**src/rtl/sdiv_pkg.sv**
```systemverilog
// ============================================================================
// sdiv_pkg - shared types and constants for the saturating s16 divide
// Widths, the work item that travels down the divide pipeline, and the
// saturation / substitute codes used by the output stage.
// ============================================================================
`default_nettype none

package sdiv_pkg;

    // operand and result width
    localparam int SDIV_WIDTH = 16;

    // quotient bits resolved in each divide stage (default)
    localparam int SDIV_BITS_PER_STAGE = 4;

    // saturation and substitute values
    localparam logic [SDIV_WIDTH-1:0] SDIV_Q_MAX  = 16'h7FFF;
    localparam logic [SDIV_WIDTH-1:0] SDIV_Q_MIN  = 16'h8000;
    localparam logic [SDIV_WIDTH-1:0] SDIV_Q_ZERO = 16'h0000;

    // sign and special-case flags carried alongside the magnitudes
    typedef struct packed {
        logic neg_q;     // quotient sign (dividend sign xor divisor sign)
        logic zero_div;  // divisor was zero
        logic num_neg;   // dividend was negative
        logic num_zero;  // dividend was zero
    } t_sdiv_flags;

    // partial divide state: remainder, shifting dividend/quotient, divisor
    typedef struct packed {
        logic [SDIV_WIDTH-1:0] rem;
        logic [SDIV_WIDTH-1:0] quo;
        logic [SDIV_WIDTH-1:0] den;
        t_sdiv_flags           flags;
    } t_sdiv_work;

endpackage : sdiv_pkg

`default_nettype wire

```
**src/rtl/sdiv_prep.sv**
```systemverilog
// ============================================================================
// sdiv_prep - operand preparation stage
// Registers the magnitudes of both operands together with the sign and
// zero flags that the output stage needs.
// ============================================================================
`default_nettype none

module sdiv_prep (
    input  logic                                 i_clk,
    input  logic                                 i_rst_n,
    input  logic                                 i_valid,
    output logic                                 o_ready,
    input  logic signed [sdiv_pkg::SDIV_WIDTH-1:0] i_dividend,
    input  logic signed [sdiv_pkg::SDIV_WIDTH-1:0] i_divisor,
    output logic                                 o_valid,
    input  logic                                 i_ready,
    output sdiv_pkg::t_sdiv_work                 o_data
);
    import sdiv_pkg::*;

    logic                  r_valid;
    t_sdiv_work            r_data;
    t_sdiv_work            n_data;
    logic [SDIV_WIDTH-1:0] num_raw;
    logic [SDIV_WIDTH-1:0] den_raw;

    // stage can take an item when empty or when its item moves on
    assign o_ready = !r_valid || i_ready;

    // magnitudes and flags
    always_comb begin
        num_raw = $unsigned(i_dividend);
        den_raw = $unsigned(i_divisor);
        n_data.flags.num_neg  = num_raw[SDIV_WIDTH-1];
        n_data.flags.num_zero = (num_raw == '0);
        n_data.flags.zero_div = (den_raw == '0);
        n_data.flags.neg_q    = num_raw[SDIV_WIDTH-1] ^ den_raw[SDIV_WIDTH-1];
        n_data.rem = '0;
        n_data.quo = num_raw[SDIV_WIDTH-1] ? (~num_raw + 1'b1) : num_raw;
        n_data.den = den_raw[SDIV_WIDTH-1] ? (~den_raw + 1'b1) : den_raw;
    end

    // valid bit
    always_ff @(posedge i_clk) begin
        if (!i_rst_n) begin
            r_valid <= 1'b0;
        end else if (o_ready) begin
            r_valid <= i_valid;
        end
    end

    // payload
    always_ff @(posedge i_clk) begin
        if (i_valid && o_ready) begin
            r_data <= n_data;
        end
    end

    assign o_valid = r_valid;
    assign o_data  = r_data;

endmodule : sdiv_prep

`default_nettype wire

```
**src/rtl/sdiv_step.sv**
```systemverilog
// ============================================================================
// sdiv_step - one restoring divide stage
// Resolves P_BITS quotient bits of the unsigned magnitudes per stage and
// registers the partial remainder and quotient.
// ============================================================================
`default_nettype none

module sdiv_step #(
    parameter int P_BITS = sdiv_pkg::SDIV_BITS_PER_STAGE
) (
    input  logic                 i_clk,
    input  logic                 i_rst_n,
    input  logic                 i_valid,
    output logic                 o_ready,
    input  sdiv_pkg::t_sdiv_work i_data,
    output logic                 o_valid,
    input  logic                 i_ready,
    output sdiv_pkg::t_sdiv_work o_data
);
    import sdiv_pkg::*;

    logic                r_valid;
    t_sdiv_work          r_data;
    t_sdiv_work          n_data;
    logic [SDIV_WIDTH:0] part;
    logic [SDIV_WIDTH:0] diff;

    assign o_ready = !r_valid || i_ready;

    // shift in the next dividend bit, trial subtract, keep or restore
    always_comb begin
        n_data = i_data;
        part   = '0;
        diff   = '0;
        for (int k = 0; k < P_BITS; k++) begin
            part = {n_data.rem, n_data.quo[SDIV_WIDTH-1]};
            diff = part - {1'b0, n_data.den};
            if (!diff[SDIV_WIDTH]) begin
                n_data.rem = diff[SDIV_WIDTH-1:0];
                n_data.quo = {n_data.quo[SDIV_WIDTH-2:0], 1'b1};
            end else begin
                n_data.rem = part[SDIV_WIDTH-1:0];
                n_data.quo = {n_data.quo[SDIV_WIDTH-2:0], 1'b0};
            end
        end
    end

    // valid bit
    always_ff @(posedge i_clk) begin
        if (!i_rst_n) begin
            r_valid <= 1'b0;
        end else if (o_ready) begin
            r_valid <= i_valid;
        end
    end

    // payload
    always_ff @(posedge i_clk) begin
        if (i_valid && o_ready) begin
            r_data <= n_data;
        end
    end

    assign o_valid = r_valid;
    assign o_data  = r_data;

endmodule : sdiv_step

`default_nettype wire

```
**src/rtl/sdiv_fix.sv**
```systemverilog
// ============================================================================
// sdiv_fix - sign, saturation and zero-divisor output stage
// Applies the quotient sign, clamps the one overflowing case and picks
// the substitute value for a zero divisor, then holds the result item.
// ============================================================================
`default_nettype none

module sdiv_fix (
    input  logic                                 i_clk,
    input  logic                                 i_rst_n,
    input  logic                                 i_valid,
    output logic                                 o_ready,
    input  sdiv_pkg::t_sdiv_work                 i_data,
    output logic                                 o_valid,
    input  logic                                 i_ready,
    output logic signed [sdiv_pkg::SDIV_WIDTH-1:0] o_quotient,
    output logic                                 o_zero_divisor
);
    import sdiv_pkg::*;

    logic                  r_valid;
    logic [SDIV_WIDTH-1:0] r_quotient;
    logic                  r_zero_divisor;
    logic [SDIV_WIDTH-1:0] n_quotient;
    logic [SDIV_WIDTH-1:0] mag;

    assign o_ready = !r_valid || i_ready;

    // final quotient selection
    always_comb begin
        mag = i_data.quo;
        priority if (i_data.flags.zero_div) begin
            priority if (i_data.flags.num_zero) begin
                n_quotient = SDIV_Q_ZERO;
            end else if (i_data.flags.num_neg) begin
                n_quotient = SDIV_Q_MIN;
            end else begin
                n_quotient = SDIV_Q_MAX;
            end
        end else if (i_data.flags.neg_q) begin
            // a magnitude of 32768 negates to the minimum value itself
            n_quotient = ~mag + 1'b1;
        end else if (mag[SDIV_WIDTH-1]) begin
            // minimum value divided by minus one
            n_quotient = SDIV_Q_MAX;
        end else begin
            n_quotient = mag;
        end
    end

    // valid bit
    always_ff @(posedge i_clk) begin
        if (!i_rst_n) begin
            r_valid <= 1'b0;
        end else if (o_ready) begin
            r_valid <= i_valid;
        end
    end

    // payload
    always_ff @(posedge i_clk) begin
        if (i_valid && o_ready) begin
            r_quotient     <= n_quotient;
            r_zero_divisor <= i_data.flags.zero_div;
        end
    end

    assign o_valid        = r_valid;
    assign o_quotient     = $signed(r_quotient);
    assign o_zero_divisor = r_zero_divisor;

endmodule : sdiv_fix

`default_nettype wire

```
**src/rtl/saturating_s16_pixel_divide_unit.sv**
```systemverilog
// ============================================================================
// saturating_s16_pixel_divide_unit - pipelined saturating s16 divide
// Signed 16-bit divide with truncation toward zero, saturation and a
// zero-divisor flag, built as a restoring divider split over stages.
// ============================================================================
// The unit takes one dividend/divisor item per cycle while the output side
// takes results, and returns one result item per input, in order. It has
// one operand stage, the restoring divide stages, each resolving
// P_BITS_PER_STAGE quotient bits, and one output stage. Throughput is one
// item per cycle whenever the output side takes results; every stage has
// its own valid bit and holds its item under backpressure, so bubbles are
// squeezed out while the output is stalled.
// P_BITS_PER_STAGE must divide 16 (1, 2, 4 or 8). A zero divisor gives
// 0, -32768 or 32767 by dividend sign and raises o_zero_divisor;
// -32768 / -1 saturates to 32767.
`default_nettype none

module saturating_s16_pixel_divide_unit #(
    parameter int P_BITS_PER_STAGE = sdiv_pkg::SDIV_BITS_PER_STAGE
) (
    input  logic                                 i_clk,
    input  logic                                 i_rst_n,
    input  logic                                 i_valid,
    output logic                                 o_ready,
    input  logic signed [sdiv_pkg::SDIV_WIDTH-1:0] i_dividend,
    input  logic signed [sdiv_pkg::SDIV_WIDTH-1:0] i_divisor,
    output logic                                 o_valid,
    input  logic                                 i_ready,
    output logic signed [sdiv_pkg::SDIV_WIDTH-1:0] o_quotient,
    output logic                                 o_zero_divisor
);
    import sdiv_pkg::*;

    localparam int STAGES = SDIV_WIDTH / P_BITS_PER_STAGE;

    t_sdiv_work w_data  [0:STAGES];
    logic       w_valid [0:STAGES];
    logic       w_ready [0:STAGES];

    // operand magnitudes and flags
    sdiv_prep u_prep (
        .i_clk      (i_clk),
        .i_rst_n    (i_rst_n),
        .i_valid    (i_valid),
        .o_ready    (o_ready),
        .i_dividend (i_dividend),
        .i_divisor  (i_divisor),
        .o_valid    (w_valid[0]),
        .i_ready    (w_ready[0]),
        .o_data     (w_data[0])
    );

    // divide stages
    for (genvar s = 0; s < STAGES; s++) begin : g_step
        sdiv_step #(
            .P_BITS (P_BITS_PER_STAGE)
        ) u_step (
            .i_clk   (i_clk),
            .i_rst_n (i_rst_n),
            .i_valid (w_valid[s]),
            .o_ready (w_ready[s]),
            .i_data  (w_data[s]),
            .o_valid (w_valid[s+1]),
            .i_ready (w_ready[s+1]),
            .o_data  (w_data[s+1])
        );
    end

    // sign, saturation and result register
    sdiv_fix u_fix (
        .i_clk          (i_clk),
        .i_rst_n        (i_rst_n),
        .i_valid        (w_valid[STAGES]),
        .o_ready        (w_ready[STAGES]),
        .i_data         (w_data[STAGES]),
        .o_valid        (o_valid),
        .i_ready        (i_ready),
        .o_quotient     (o_quotient),
        .o_zero_divisor (o_zero_divisor)
    );

endmodule : saturating_s16_pixel_divide_unit

`default_nettype wire

```
**config.mk**
```make
export PLATFORM = sky130hd
export DESIGN_NAME = saturating_s16_pixel_divide_unit
export DESIGN_NICKNAME = d
export VERILOG_FILES = /design/src/rtl/sdiv_pkg.sv /design/src/rtl/sdiv_prep.sv /design/src/rtl/sdiv_step.sv /design/src/rtl/sdiv_fix.sv /design/src/rtl/saturating_s16_pixel_divide_unit.sv
export SDC_FILE = /design/constraint.sdc
export NUM_CORES = 1
export LEC_CHECK = 0
export ABC_AREA = 0
export BUFFER_PORTS_ARGS = -buffer_cell sky130_fd_sc_hd__buf_2
export CORE_MARGIN = 2
export CORE_UTILIZATION = 60
export CTS_CLUSTER_DIAMETER = 80
export DETAILED_ROUTE_END_ITERATION = 8
export MAX_ROUTING_LAYER = met4
export PLACE_DENSITY = 0.87
export SLEW_MARGIN = 20
export SYNTH_ARGS = -nofsm -noshare
export SYNTH_HDL_FRONTEND = slang
export SYNTH_SLANG_ARGS = --single-unit
```
**constraint.sdc**
```tcl
create_clock -name i_clk -period 14.35 [get_ports i_clk]
set_input_delay 2.1525 -clock i_clk [delete_from_list [all_inputs] [get_ports i_clk]]
set_output_delay 2.1525 -clock i_clk [all_outputs]
set_load 0.01 [all_outputs]
```
==> results.md <==
* Final hold vios at 0
* Synth Flop Type: edfxtp_1
* RSZ-0062 raised after global routing: no
* Netlist cell types at 94
* Min cycle time layout at 12.68 ns
* R2R Path End: g_step[1].u_step.o_data[41]
* Cell taking the most area after synthesis: edfxtp_1
* Die Wd at 194 µm
* Max Cap Violations at 0
* Sink Count at around 240
* Mapped Cells at between 2000 and 2500
* Routed wl met2 at approximately 27 mm
* Filler cells at between 2000 and 3000
* Worst setup path end: g_step[1].u_step.o_data[41]
* Rel. slew slack at approximately 33%
* Setup TNS at 0 ns
* First-pass GRT wire length at around 90 mm
* Slowest cell on crit path: and2_1
* Cts hold-fix bufs at 0
* Worst-Margin Slew at approximately 1 ns
* Inserted Clock Buffers at 27
* Final HPWL DP at ~42 mm
* Setup crit start: g_step[0].u_step.o_data[5]
* Crit path max-delay family: compound AO/OA/AOI/OAI gates
* Avg WL per Cell at slightly below 20 µm
* Hold WC Path Type: flop to flop
* Initial detailed-routing violation count at 1520
* Number of H-tree levels at 1
* Largest net degree at the start of global routing at 53
* Maximum clock path buffer count at 3
* Status: finished, final reports clean
* Number of global-route vias before repair at between 15000 and 20000
* Gates resized, CTS repair at 0
* CP max FO at 22
* Top sig layer: met4
* Synth warn at 0
* Sequential element share of the synthesized area at 32.3%
* FF+latch count, synth at between 200 and 250
* Crit path depth at between 40 and 50
* Total GRT Usage at 29.7%
* Syn Area/Cell at between 9 and 10 µm²
* Most frequent cells in the layout: ha_1, edfxtp_1, a21oi_1
* CP Class: flop to flop
* Via/cell ratio at 6.32
* Row count at 69
* Slew Limit Fails at 0
* Layout cells sized above 1 at a little under a tenth
* Nets at ~2700
* Most common cell after layout, fill and taps aside: ha_1
* DRC at 0
* Routed wl met3 at 3.71 mm
* Buffers on Ports at between 50 and 60
* Total gr overflow at 0
* Placer Congestion at between 0.9 and 1
* Remaining antenna violation count at 0
* Core ar. at between 30000 and 40000 µm²
* Synth top area cells: edfxtp_1, ha_1, xnor2_1
* R2R Path Start: g_step[0].u_step.o_data[5]
* CP arrival at approximately 13 ns
* Worst Path Required at 14.66 ns
* Sequential cell area at roughly 7000 µm²
* Clk_lat worst skew at around 0.56 ns
* Initial antenna violation count at 1
* Post-synth ARST share at 0%
* Buf+Inv Stages, Crit Path at 4
* Internal reg-to-reg setup slack at 1.67 ns
* Tcrit/Tclk final at 88.4%
* Routed Wire Length at around 55 mm
* F_max at 78.8 MHz
* Met1 wire length at 21.7 mm
* Clock transition at path regs at roughly 0.070 ns
* Startpoint types: flop
* Mapped Area at roughly 22000 µm²
* Top-area cell type share of the netlist area at approximately a third
* Crit end category: flop
* Setup violators final at 0
* Via count at roughly 18000
* Root buf cell: clkbuf_16
* Area Overhead vs Synth at 7.84%
* Area of the multi-input gates at about 14000 µm²
* I/O pins at 55
* Final clock skew at 0.0135 ns
* Final hold slack at between 0.4 and 0.5 ns
* Largest stage delay, worst path at roughly 0.73 ns
* Die height at ~190 µm
* Starting density of the core at ~61%
* R2r worst-path depth at 46
* Post-synth EDFFs at ~230
* Post-CTS Setup Inserts at 0
* CTS tree: built
* DIE AREA at between 30000 and 40000 µm²
* Drt pass-1 iters at 5
state kept, by name (all words and copies together), names as in the netlist:
signal,cells
u_fix.o_quotient,16
u_prep.o_valid,1
u_prep.o_data,36
g_step.u_step.o_data,176
u_fix.o_zero_divisor,1
u_fix.o_valid,1
g_step.u_step.o_valid,4
cell usage after synthesis, drive strengths merged (6+ instances only):
cell type  count
ha           244
edfxtp       229
a21oi        189
inv          183
nor2         160
nand2        159
o21ai        155
xnor2        153
a21o          64
mux2          63
xor2          63
nor3          57
nor2b         52
nand3         47
nand2b        44
o21a          43
a31oi         30
mux2i         27
o31ai         25
or3           25
clkbuf        24
o21bai        22
buf           20
a21boi        19
a211oi        18
o211ai        17
and2          15
and3          15
a221o         14
fa            14
nand4         11
or2           11
o41ai         10
nor4           9
o221ai         9
a211o          7
dfxtp          6
o31a           6
per-layer routing:
layer  GRT usage, %  up-vias
li1               -     8698
met1           34.3     8539
met3           3.98      170
met4           13.9        0
met2           51.2      729
met5              -        -
worst reg2reg max path: cells and delay by family, from the launching register on:
kind | cells | cell delay (ns)
and+or+nand+nor | 10 | 2.46
xor gates and xnor gates | 1 | 0.10
buffers and inverters | 4 | 1.37
muxes | 2 | 0.73
DFF | 1 | 0.50
adders and majority gates | 4 | 1.46
AOI/OAI and AO/OA | 25 | 5.79
kinds of logic after synthesis:
family / synth area share (%)
compound gates: 20.4
buf+inv: 4.16
mux: 4.85
simple gates: 14.0
xor+xnor: 8.93
flops: 32.3
fa+ha+maj: 15.4
other cells: 0.0173
stage by stage:
| stage | std cells | util [%] | cell area [µm²] | worst slack (ns) |
|---|---|---|---|---|
| floorplan | 2337 | - | 21700 | 3.72 |
| global placement | 2820 | 63.2 | 22500 | 2.27 |
| detailed placement | 2820 | 63.2 | 22500 | 1.89 |
| CTS | 2869 | 65.7 | 23400 | 1.75 |
| global route | 2870 | 65.8 | 23400 | 0.594 |
| finish | 2870 | 65.8 | 23400 | 1.67 |
area by class of cell:
cell class / instances / area share [%]
multi-input cells: 1875 / 59.3
flip-flops and latches: 235 / 29.9
inverters: 183 / 2.95
clock buffers: 30 / 2.94
well taps: 461 / 2.47
repair buffers: 66 / 1.54
clock inverters: 19 / 0.882
diodes: 1 / 0.0107
worst min path at each step:
stage                           startpoint                          end  slack, ns  depth (start not counted)
2_1_floorplan             u_prep.o_data[0]   g_step[0].u_step.o_data[0]       0.40                          0
3_3_place_gp   g_step[0].u_step.o_data[29]  g_step[1].u_step.o_data[33]       0.40                          0
3_5_place_dp             u_prep.o_data[20]  g_step[0].u_step.o_data[24]       0.40                          0
4_1_cts                  u_prep.o_data[20]  g_step[0].u_step.o_data[24]       0.41                          0
5_1_grt         g_step[1].u_step.o_data[3]   g_step[2].u_step.o_data[3]       0.42                          0
6_report                 u_prep.o_data[20]  g_step[0].u_step.o_data[24]       0.41                          0
Power is left out: the tool's default activity adds up to more than one toggle a clock period on the data nets, which glitch-free logic cannot reach.
